**src/sv/dmsce_pkg.sv**
```systemverilog
// shared constants, types and speed scaling for the dual motor command encoder
package dmsce_pkg;

  localparam logic [2:0] CMD_STOP_ALL = 3'd0;
  localparam logic [2:0] CMD_FORWARD  = 3'd1;
  localparam logic [2:0] CMD_BACKWARD = 3'd2;
  localparam logic [2:0] CMD_LEFT     = 3'd3;
  localparam logic [2:0] CMD_RIGHT    = 3'd4;
  localparam logic [2:0] CMD_TICK     = 3'd5;

  localparam logic [7:0] STOP_ALL_BYTE = 8'd0;
  localparam logic [7:0] M1_STOP_BYTE  = 8'd64;
  localparam logic [7:0] M2_STOP_BYTE  = 8'd192;
  localparam logic [7:0] M1_FWD_BASE   = 8'd63;
  localparam logic [7:0] M1_REV_BASE   = 8'd65;
  localparam logic [7:0] M2_FWD_BASE   = 8'd193;
  localparam logic [7:0] M2_REV_BASE   = 8'd191;

  localparam logic [5:0] SPAN_62 = 6'd62;
  localparam logic [5:0] SPAN_63 = 6'd63;

  localparam logic [15:0] TIMEOUT_RESET = 16'd500;

  // request results: b0 goes first when v0 is set, b1 is always the final byte
  typedef struct packed {
    logic       v0;
    logic       v1;
    logic [7:0] b0;
    logic [7:0] b1;
  } pair_t;

  // floor(x * k / 255) via reciprocal form, exact for products below 2^16
  function automatic logic [5:0] scale_div255(input logic [7:0] x, input logic [5:0] k);
    logic [13:0] p;
    logic [14:0] s;
    p = 14'(x) * 14'(k);
    s = {1'b0, p} + 15'(p[13:8]) + 15'd1;
    return s[13:8];
  endfunction

endpackage

```
**src/sv/dual_motor_serial_command_encoder.sv**
```systemverilog
// top level: input register, timeout register, motor logic and result register
// a request goes via the input register, then the result register sends its bytes
// throughput: one request per cycle while out_ready is high and each gives at most
//   one byte; a two-byte request holds the result register, one byte per cycle
// reset (rst_n low, synchronous): both motors stopped, counters zero, timeout 500,
//   input and result registers empty
module dual_motor_serial_command_encoder #(
  parameter int TIMER_BITS = 16
) (
  input  logic        clk,
  input  logic        rst_n,
  input  logic        in_valid,
  output logic        in_ready,
  input  logic [2:0]  in_command,
  input  logic [7:0]  in_speed,
  output logic        out_valid,
  input  logic        out_ready,
  output logic [7:0]  out_tx_byte,
  output logic        out_last,
  input  logic        cfg_wr_en,
  input  logic [15:0] cfg_wr_data
);
  import dmsce_pkg::*;

  logic        s1_v_r;
  logic [2:0]  cmd_r;
  logic [7:0]  speed_r;
  logic [15:0] timeout_r;
  logic        can_load;
  logic        load;
  pair_t       pair;

  assign load     = s1_v_r && can_load;
  assign in_ready = !s1_v_r || can_load;

  always_ff @(posedge clk) begin
    if (!rst_n) begin
      s1_v_r    <= 1'b0;
      timeout_r <= TIMEOUT_RESET;
    end else begin
      if (cfg_wr_en) begin
        timeout_r <= cfg_wr_data;
      end
      if (in_valid && in_ready) begin
        s1_v_r  <= 1'b1;
        cmd_r   <= in_command;
        speed_r <= in_speed;
      end else if (load) begin
        s1_v_r <= 1'b0;
      end
    end
  end

  dmsce_core #(
    .TIMER_BITS(TIMER_BITS)
  ) u_core (
    .clk     (clk),
    .rst_n   (rst_n),
    .load    (load),
    .cmd     (cmd_r),
    .speed   (speed_r),
    .timeout (timeout_r),
    .pair    (pair)
  );

  dmsce_out u_out (
    .clk         (clk),
    .rst_n       (rst_n),
    .load        (load),
    .pair_in     (pair),
    .can_load    (can_load),
    .out_valid   (out_valid),
    .out_ready   (out_ready),
    .out_tx_byte (out_tx_byte),
    .out_last    (out_last)
  );

  a_no_drop: assert property (@(posedge clk) disable iff (!rst_n)
    s1_v_r && !can_load |=> s1_v_r) else $error("held request dropped");
  a_ready_when_empty: assert property (@(posedge clk) disable iff (!rst_n)
    !s1_v_r |-> in_ready) else $error("empty input register not ready");
  a_capture: assert property (@(posedge clk) disable iff (!rst_n)
    in_valid && in_ready |=> s1_v_r) else $error("accepted request not captured");

endmodule

```
**src/sv/dmsce_core.sv**
```systemverilog
// motor state and byte generation for one request
module dmsce_core #(
  parameter int TIMER_BITS = 16
) (
  input  logic              clk,
  input  logic              rst_n,
  input  logic              load,
  input  logic [2:0]        cmd,
  input  logic [7:0]        speed,
  input  logic [15:0]       timeout,
  output dmsce_pkg::pair_t  pair
);
  import dmsce_pkg::*;

  localparam int CW = (TIMER_BITS > 16) ? TIMER_BITS : 16;

  logic                  m1_run_r, m1_run_nxt;
  logic                  m2_run_r, m2_run_nxt;
  logic [TIMER_BITS-1:0] m1_el_r, m1_el_nxt;
  logic [TIMER_BITS-1:0] m2_el_r, m2_el_nxt;
  logic [TIMER_BITS-1:0] m1_inc, m2_inc;
  logic                  m1_to, m2_to;
  logic                  rev1, rev2;
  logic [5:0]            q62, q63;
  logic [7:0]            m1_code, m2_code;

  assign m1_inc = (m1_el_r == '1) ? m1_el_r : m1_el_r + 1'b1;
  assign m2_inc = (m2_el_r == '1) ? m2_el_r : m2_el_r + 1'b1;
  assign m1_to  = m1_run_r && (CW'(m1_inc) > CW'(timeout));
  assign m2_to  = m2_run_r && (CW'(m2_inc) > CW'(timeout));

  assign rev1 = (cmd == CMD_BACKWARD) || (cmd == CMD_RIGHT);
  assign rev2 = (cmd == CMD_BACKWARD) || (cmd == CMD_LEFT);
  assign q62  = scale_div255(speed, SPAN_62);
  assign q63  = scale_div255(speed, SPAN_63);
  assign m1_code = rev1 ? M1_REV_BASE + {2'b00, q62} : M1_FWD_BASE - {2'b00, q62};
  assign m2_code = rev2 ? M2_REV_BASE - {2'b00, q63} : M2_FWD_BASE + {2'b00, q62};

  always_comb begin
    m1_run_nxt = m1_run_r;
    m2_run_nxt = m2_run_r;
    m1_el_nxt  = m1_el_r;
    m2_el_nxt  = m2_el_r;
    pair       = '0;
    case (cmd)
      CMD_STOP_ALL: begin
        m1_run_nxt = 1'b0;
        m2_run_nxt = 1'b0;
        m1_el_nxt  = '0;
        m2_el_nxt  = '0;
        pair.v1    = 1'b1;
        pair.b1    = STOP_ALL_BYTE;
      end
      CMD_FORWARD, CMD_BACKWARD, CMD_LEFT, CMD_RIGHT: begin
        m1_el_nxt = '0;
        m2_el_nxt = '0;
        pair.v0   = 1'b1;
        pair.v1   = 1'b1;
        if (speed == 8'd0) begin
          m1_run_nxt = 1'b0;
          m2_run_nxt = 1'b0;
          pair.b0    = M1_STOP_BYTE;
          pair.b1    = M2_STOP_BYTE;
        end else begin
          m1_run_nxt = 1'b1;
          m2_run_nxt = 1'b1;
          pair.b0    = m1_code;
          pair.b1    = m2_code;
        end
      end
      CMD_TICK: begin
        if (!m1_run_r || m1_to) begin
          m1_el_nxt  = '0;
          m1_run_nxt = 1'b0;
        end else begin
          m1_el_nxt = m1_inc;
        end
        if (!m2_run_r || m2_to) begin
          m2_el_nxt  = '0;
          m2_run_nxt = 1'b0;
        end else begin
          m2_el_nxt = m2_inc;
        end
        if (m1_to && m2_to) begin
          pair.v0 = 1'b1;
          pair.b0 = M1_STOP_BYTE;
          pair.v1 = 1'b1;
          pair.b1 = M2_STOP_BYTE;
        end else if (m1_to) begin
          pair.v1 = 1'b1;
          pair.b1 = M1_STOP_BYTE;
        end else if (m2_to) begin
          pair.v1 = 1'b1;
          pair.b1 = M2_STOP_BYTE;
        end
      end
      default: begin
      end
    endcase
  end

  always_ff @(posedge clk) begin
    if (!rst_n) begin
      m1_run_r <= 1'b0;
      m2_run_r <= 1'b0;
      m1_el_r  <= '0;
      m2_el_r  <= '0;
    end else if (load) begin
      m1_run_r <= m1_run_nxt;
      m2_run_r <= m2_run_nxt;
      m1_el_r  <= m1_el_nxt;
      m2_el_r  <= m2_el_nxt;
    end
  end

  a_m1_idle_zero: assert property (@(posedge clk) disable iff (!rst_n)
    !m1_run_r |-> m1_el_r == '0) else $error("motor 1 counter runs while stopped");
  a_m2_idle_zero: assert property (@(posedge clk) disable iff (!rst_n)
    !m2_run_r |-> m2_el_r == '0) else $error("motor 2 counter runs while stopped");
  a_stop_all: assert property (@(posedge clk) disable iff (!rst_n)
    load && cmd == CMD_STOP_ALL |=> !m1_run_r && !m2_run_r)
    else $error("stop all left a motor running");
  a_hold: assert property (@(posedge clk) disable iff (!rst_n)
    !load |=> $stable(m1_el_r) && $stable(m2_el_r))
    else $error("counter moved without a request");

endmodule

```
**src/sv/dmsce_out.sv**
```systemverilog
// result register that sends up to two bytes per request
module dmsce_out (
  input  logic             clk,
  input  logic             rst_n,
  input  logic             load,
  input  dmsce_pkg::pair_t pair_in,
  output logic             can_load,
  output logic             out_valid,
  input  logic             out_ready,
  output logic [7:0]       out_tx_byte,
  output logic             out_last
);
  import dmsce_pkg::*;

  logic       v0_r, v1_r;
  logic [7:0] b0_r, b1_r;
  logic       take;

  assign out_valid   = v0_r || v1_r;
  assign out_tx_byte = v0_r ? b0_r : b1_r;
  assign out_last    = !v0_r;
  assign take        = out_valid && out_ready;
  assign can_load    = !out_valid || (out_ready && !v0_r);

  always_ff @(posedge clk) begin
    if (!rst_n) begin
      v0_r <= 1'b0;
      v1_r <= 1'b0;
    end else if (load) begin
      v0_r <= pair_in.v0;
      v1_r <= pair_in.v1;
      b0_r <= pair_in.b0;
      b1_r <= pair_in.b1;
    end else if (take) begin
      if (v0_r) begin
        v0_r <= 1'b0;
      end else begin
        v1_r <= 1'b0;
      end
    end
  end

  a_first_has_final: assert property (@(posedge clk) disable iff (!rst_n)
    v0_r |-> v1_r) else $error("first byte held without a final byte");
  a_load_ok: assert property (@(posedge clk) disable iff (!rst_n)
    load |-> can_load) else $error("result register overwritten");
  a_second_follows: assert property (@(posedge clk) disable iff (!rst_n)
    take && v0_r |=> v1_r && !v0_r) else $error("final byte lost after first");

endmodule

```
**config.mk**
```make
export PLATFORM = sky130hd
export DESIGN_NAME = dual_motor_serial_command_encoder
export DESIGN_NICKNAME = d
export VERILOG_FILES = /design/src/sv/dmsce_pkg.sv /design/src/sv/dual_motor_serial_command_encoder.sv /design/src/sv/dmsce_core.sv /design/src/sv/dmsce_out.sv
export SDC_FILE = /design/constraint.sdc
export NUM_CORES = 1
export LEC_CHECK = 0
export ABC_AREA = 1
export ABC_CLOCK_PERIOD_IN_PS = 12400
export BUFFER_PORTS_ARGS = -buffer_cell sky130_fd_sc_hd__buf_4
export CORE_MARGIN = 3
export CORE_UTILIZATION = 35
export DETAILED_ROUTE_END_ITERATION = 8
export GPL_TIMING_DRIVEN = 1
export MAX_ROUTING_LAYER = met4
export SYNTH_ARGS = -nofsm -noshare
export SYNTH_HDL_FRONTEND = slang
export SYNTH_SLANG_ARGS = --single-unit
```
**constraint.sdc**
```tcl
create_clock -name clk -period 12.4 [get_ports clk]
set_clock_uncertainty 0.1 [all_clocks]
set_input_delay 1.86 -clock clk [delete_from_list [all_inputs] [get_ports clk]]
set_output_delay 1.86 -clock clk [all_outputs]
set_load 0.005 [all_outputs]
```
* Yosys cells after proc, flatten, opt, wreduce, memory -nomap -nowiden
Cells that the tools add are included.
** Cells by class
- Add/sub/neg operators :: 10
- Multipliers :: 2
- Divide/modulo/power cells :: 0
- Magnitude comparators :: 2
- Equal/unequal tests :: 10
- Shift-type cells :: 0
- Multiplexer cells :: 34
- Bitwise operators :: 0
- Reduce and logical (&&, ||, !) cells :: 33
** Operator list (number)
- 2-to-1 mux 16 bit :: 5
- case mux 16 bit (2 select lines) :: 2
- 2-to-1 mux 8 bit :: 6
- adder 16 x 1 -> 16 bit (second input constant) :: 2
- equality test 16 bit (second input constant) :: 2
- greater-than comparator 16 bit :: 2
- case mux 8 bit (2 select lines) :: 2
- adder 14 x 1 -> 14 bit (second input constant) :: 2
- adder 14 x 6 -> 14 bit :: 2
- multiplier 8 x 6 -> 14 bit (second input constant) :: 1
- 2-to-1 mux 1 bit :: 14
- multiplier 8 x 5 -> 13 bit (second input constant) :: 1
- adder 7 x 6 -> 8 bit (first input constant) :: 1
- adder 7 x 7 -> 8 bit (first input constant) :: 1
- zero test 8 bit :: 1
- AND reduction 2 bit :: 4
- subtractor 8 x 6 -> 8 bit (first input constant) :: 1
- logical AND 1 bit :: 7
- logical OR 1 bit :: 7
- 2-to-1 mux 7 bit :: 1
- subtractor 6 x 6 -> 7 bit (first input constant) :: 1
- equality test 3 x 2 -> 1 bit (second input constant) :: 2
- equality test 3 bit (second input constant) :: 2
- case mux 1 bit (3 select lines) :: 2
- 11 further kinds :: 20
** Word-level totals
- Flip-flop bits (word level) :: 80
- Latch bits :: 0
- RAM bits :: 0
- Bits in read-only memories :: 0
- Bits of input ports :: 32
- Output and inout bits :: 11
- Memories :: 0

* Logic depth before layout (Yosys ltp)
- Depth after elaboration :: 9
- Mapped depth :: 34
- Mapped depth without buffers :: 34

* Hierarchy
A second synthesis with hierarchy kept.
** Second synthesis, totals
- Cell total of the unflattened synthesis :: 1021
- Area total of the unflattened synthesis :: 7273.2 sq um
** By module, submodules not included
- dmsce_core :: instances 1, cells an instance 852, area each 5551.6 sq um
- dual_motor_serial_command_encoder :: instances 1, cells an instance 111, area each 1033.5 sq um
- dmsce_out :: instances 1, cells an instance 58, area each 688.2 sq um

* Worst setup path after synthesis
No wires, ideal clock.
- Kind :: register -> register
- From :: register speed_r[5]
- To :: register u_out.b1_r[6], data pin
- Arrival time :: 4.902 ns
- Slack :: 7.141 ns
- Cell stages (with the launch flop) :: 30
- Path buffers :: 0
- Period minus slack after synthesis :: 5.259 ns
- Cell sequence :: edfxtp_1 inv_1 fa_1 inv_1 fa_1 inv_1 fa_1 inv_1 ha_1 a21oi_1 nor2_1 nor2_1 nand2_1 xnor2_1 inv_1 ha_1 a21oi_1 nand3_1 nand2_1 nand2_1 nand3_1 xor2_1 ha_1 inv_1 nor2_1 nand3_1 nand2_1 nand2_1 nand2_1 nand2_1
** RTL lines
- start, declared :: RTL line dual_motor_serial_command_encoder.sv:27 : logic [7:0] speed_r;
- start signal, assigned :: RTL line dual_motor_serial_command_encoder.sv:47 : speed_r <= in_speed;
- end signal, assigned :: RTL line dmsce_out.sv:33 : b1_r <= pair_in.b1;
- end, declared :: RTL line dmsce_out.sv:16 : logic [7:0] b0_r, b1_r;

==> out/metrics.csv <==
metric;value;unit
irDropWorstVdd;0.0000688;V
synth_edf_count;27;
fp.dieArea;21700;µm²
rsz0062_at_grt;no;
syn_avg_cell_area;7.26;µm²
drc_errors;0;
cp-startpoint;speed_r[5];
cts_root_buf;clkbuf_16;
area_growth;13.0;%
fmax;177;MHz
grt_pass1_wl;28000;µm
swShare;0.429;
yosysUniqueCellTypes;43;
ys_async_sr_fraction;0;
ant_nets;0;
wire_per_inst;13.0;µm
r2r_end;u_out.b1_r[6];
clockBufferDepth;2;
regToRegSetupSlack;6.74;ns
path_clk_slew;0.06;ns
timing.final.ws_setup;6.74;ns
post_cts_buffers;0;
num_antenna_cells;0;
yosysTopAreaCellShare;0.152;
drive_above_1_share;0.0846;
yosysMostFrequentCell;nand2_1;
min_period;5.66;ns
instances_no_fill;1270;
die_h;147;µm
grtUsageMet3;0.0216;
cts_hold_buf;0;
clockPowerShare;0.234;
worst-path-max-fanout;5;
yosysWarnings;0;
hold_slack;0.372;ns
yosys_most_used_dff;dfxtp_1;
wirelength;16600;µm
grt_use_met1;0.240;
num_vias;6088;
fin_crit_sh;0.456;
numCtsBuffers;9;
synthTopCellsByCount;nand2_1, inv_1, a21oi_1, ha_1, nor2_1;
crit_top_cell;nand2_1;
cp.arrival;5.66;ns
slowest_delay;0.56;ns
final_core_util;0.404;
cts_resized;0;
cts_htree_levels;3;
dp_hpwl;13400;µm
globalplace.congestion;0.871;
start_util;0.357;
ys_seq_area_frac;0.268;
crit_required;12.40;ns
final.setup.tns;0;ns
setup_violations;0;
p_seq_frac;0.248;
status;complete, no violations;
portBuffers;42;
clk-insertion-delay-late;0.34;ns
hold_viol_final;0;
die_w;147;µm
p_leak;3.76;nW
grt_max_degree;43;
grt_use_total;0.162;
place_area;7580;µm²
overflow;0;
holdPathStages;2;
grt_busiest_layer;met1;
syn_nets;1099;
dp_slack;6.73;ns
internal_power;0.675;mW
synth.ff_latch_count;80;
reg2reg_from;speed_r[5];
synth_cells;961;
rr_worst_depth;29;
first_iter_violations;459;
p_per_area;150;nW/µm²
clock_sinks;80;
p_switching;0.506;mW
max_slew_margin;0.299;
worst_pin_slew;1.05;ns
io_pins;43;
core;19500;µm²
drv_cap;0;
critPathSlowestCell;fa_1;
fin_area;7890;µm²
rows;51;
synth_area;6980;µm²
synth_area_leaders;dfxtp_1, ha_1, nand2_1;
cts_tree;done;
grt_util_met2;0.236;
cp-start-kind;flop;
antenna_found_initial;0;
drv_slew;0;
numPlacedInstances;1254;
routed_via_density;4.79;
yosysTopAreaCell;dfxtp_1;
end_kind;flop;
worstSetupEndpoint;u_out.b1_r[6];
p_comb_frac;0.518;
hold_path.class;reg2reg;
crit_type;reg2reg;
power;1.18;mW
fin_nets;1138;
grt_pass1_vias;5710;
drtPass1Iterations;5;
==> layout make-up <==
cell class	instances	area, µm²
inverters	170	638
fillers	2066	11600
well taps	265	332
multi-input cells	695	4410
repair buffers	44	330
clock inverters	6	68.8
clock buffers	10	239
flip-flops and latches	80	1870
==> cell families after synthesis <==
logic type,count (synthesis),synth area share
and+or+nand+nor,393,0.243
xor gates and xnor gates,31,0.0400
adders and majority gates,106,0.220
buffers and inverters,186,0.101
DFF,80,0.268
AOI/OAI and AO/OA,165,0.128
==> power groups by stage <==
| stage | Combinational (mW) | Sequential, mW | Clock [mW] |
|---|---|---|---|
| floorplan | 0.473 | 0.297 | 0 |
| CTS | 0.612 | 0.293 | 0.283 |
| global placement | 0.604 | 0.299 | 0 |
| detailed placement | 0.608 | 0.299 | 0 |
| global route | 0.706 | 0.294 | 0.295 |
| finish | 0.612 | 0.293 | 0.276 |
==> layer usage <==
| layer | wire length (µm) | vias to the layer above |
|---|---|---|
| met3 | 576 | 12 |
| met4 | 148 | 0 |
| met5 | 0 | - |
| li1 | - | 3202 |
| met1 | 8870 | 2776 |
| met2 | 6970 | 98 |
==> state kept, by name, summed over array words and instances, names as in the netlist <==
name / count
cmd_r: 3
u_out.b0_r: 8
u_out.b1_r: 8
u_core.m2_el_r: 16
u_core.m2_run_r: 1
s1_v_r: 1
u_core.m1_run_r: 1
u_out.v0_r: 1
speed_r: 8
u_out.v1_r: 1
timeout_r: 16
u_core.m1_el_r: 16
==> cells in the final DEF, fill, tap and decap left out, drive strengths merged, types with 2 or more instances in the layout <==
cell and instances:
a21o 3, a21oi 103, a221oi 2, a31oi 8
buf 44, clkbuf 10, clkinv 6, dfxtp 53
edfxtp 27, fa 28, ha 78, inv 168
nand2 238, nand3 46, nand3b 4, nand4 17
nor2 61, nor3 20, o211ai 4, o21a 4
o21ai 35, or2 5, xnor2 10, xor2 21
==> worst min-delay path by stage <==
stage | slack [ns] | end | startpoint
6_report | 0.37 | u_core.m1_el_r[12] | u_core.m1_el_r[12]
5_1_grt | 0.40 | u_core.m2_el_r[2] | u_core.m2_el_r[2]
4_1_cts | 0.37 | u_out.v1_r | u_out.v1_r
3_5_place_dp | 0.36 | u_out.v1_r | u_out.v1_r
3_3_place_gp | 0.35 | u_core.m1_el_r[12] | u_core.m1_el_r[12]
2_1_floorplan | 0.34 | u_out.v1_r | u_out.v1_r
==> worst max-delay path, delay by kind of cell (launching register included) <==
family	cells	cell delay, ns
flops	1	0.42
compound gates	2	0.33
xor+xnor	2	0.44
buf+inv	6	0.55
fa+ha+maj	6	2.41
simple gates	13	1.15
Power figures use the tool's default switching activity.
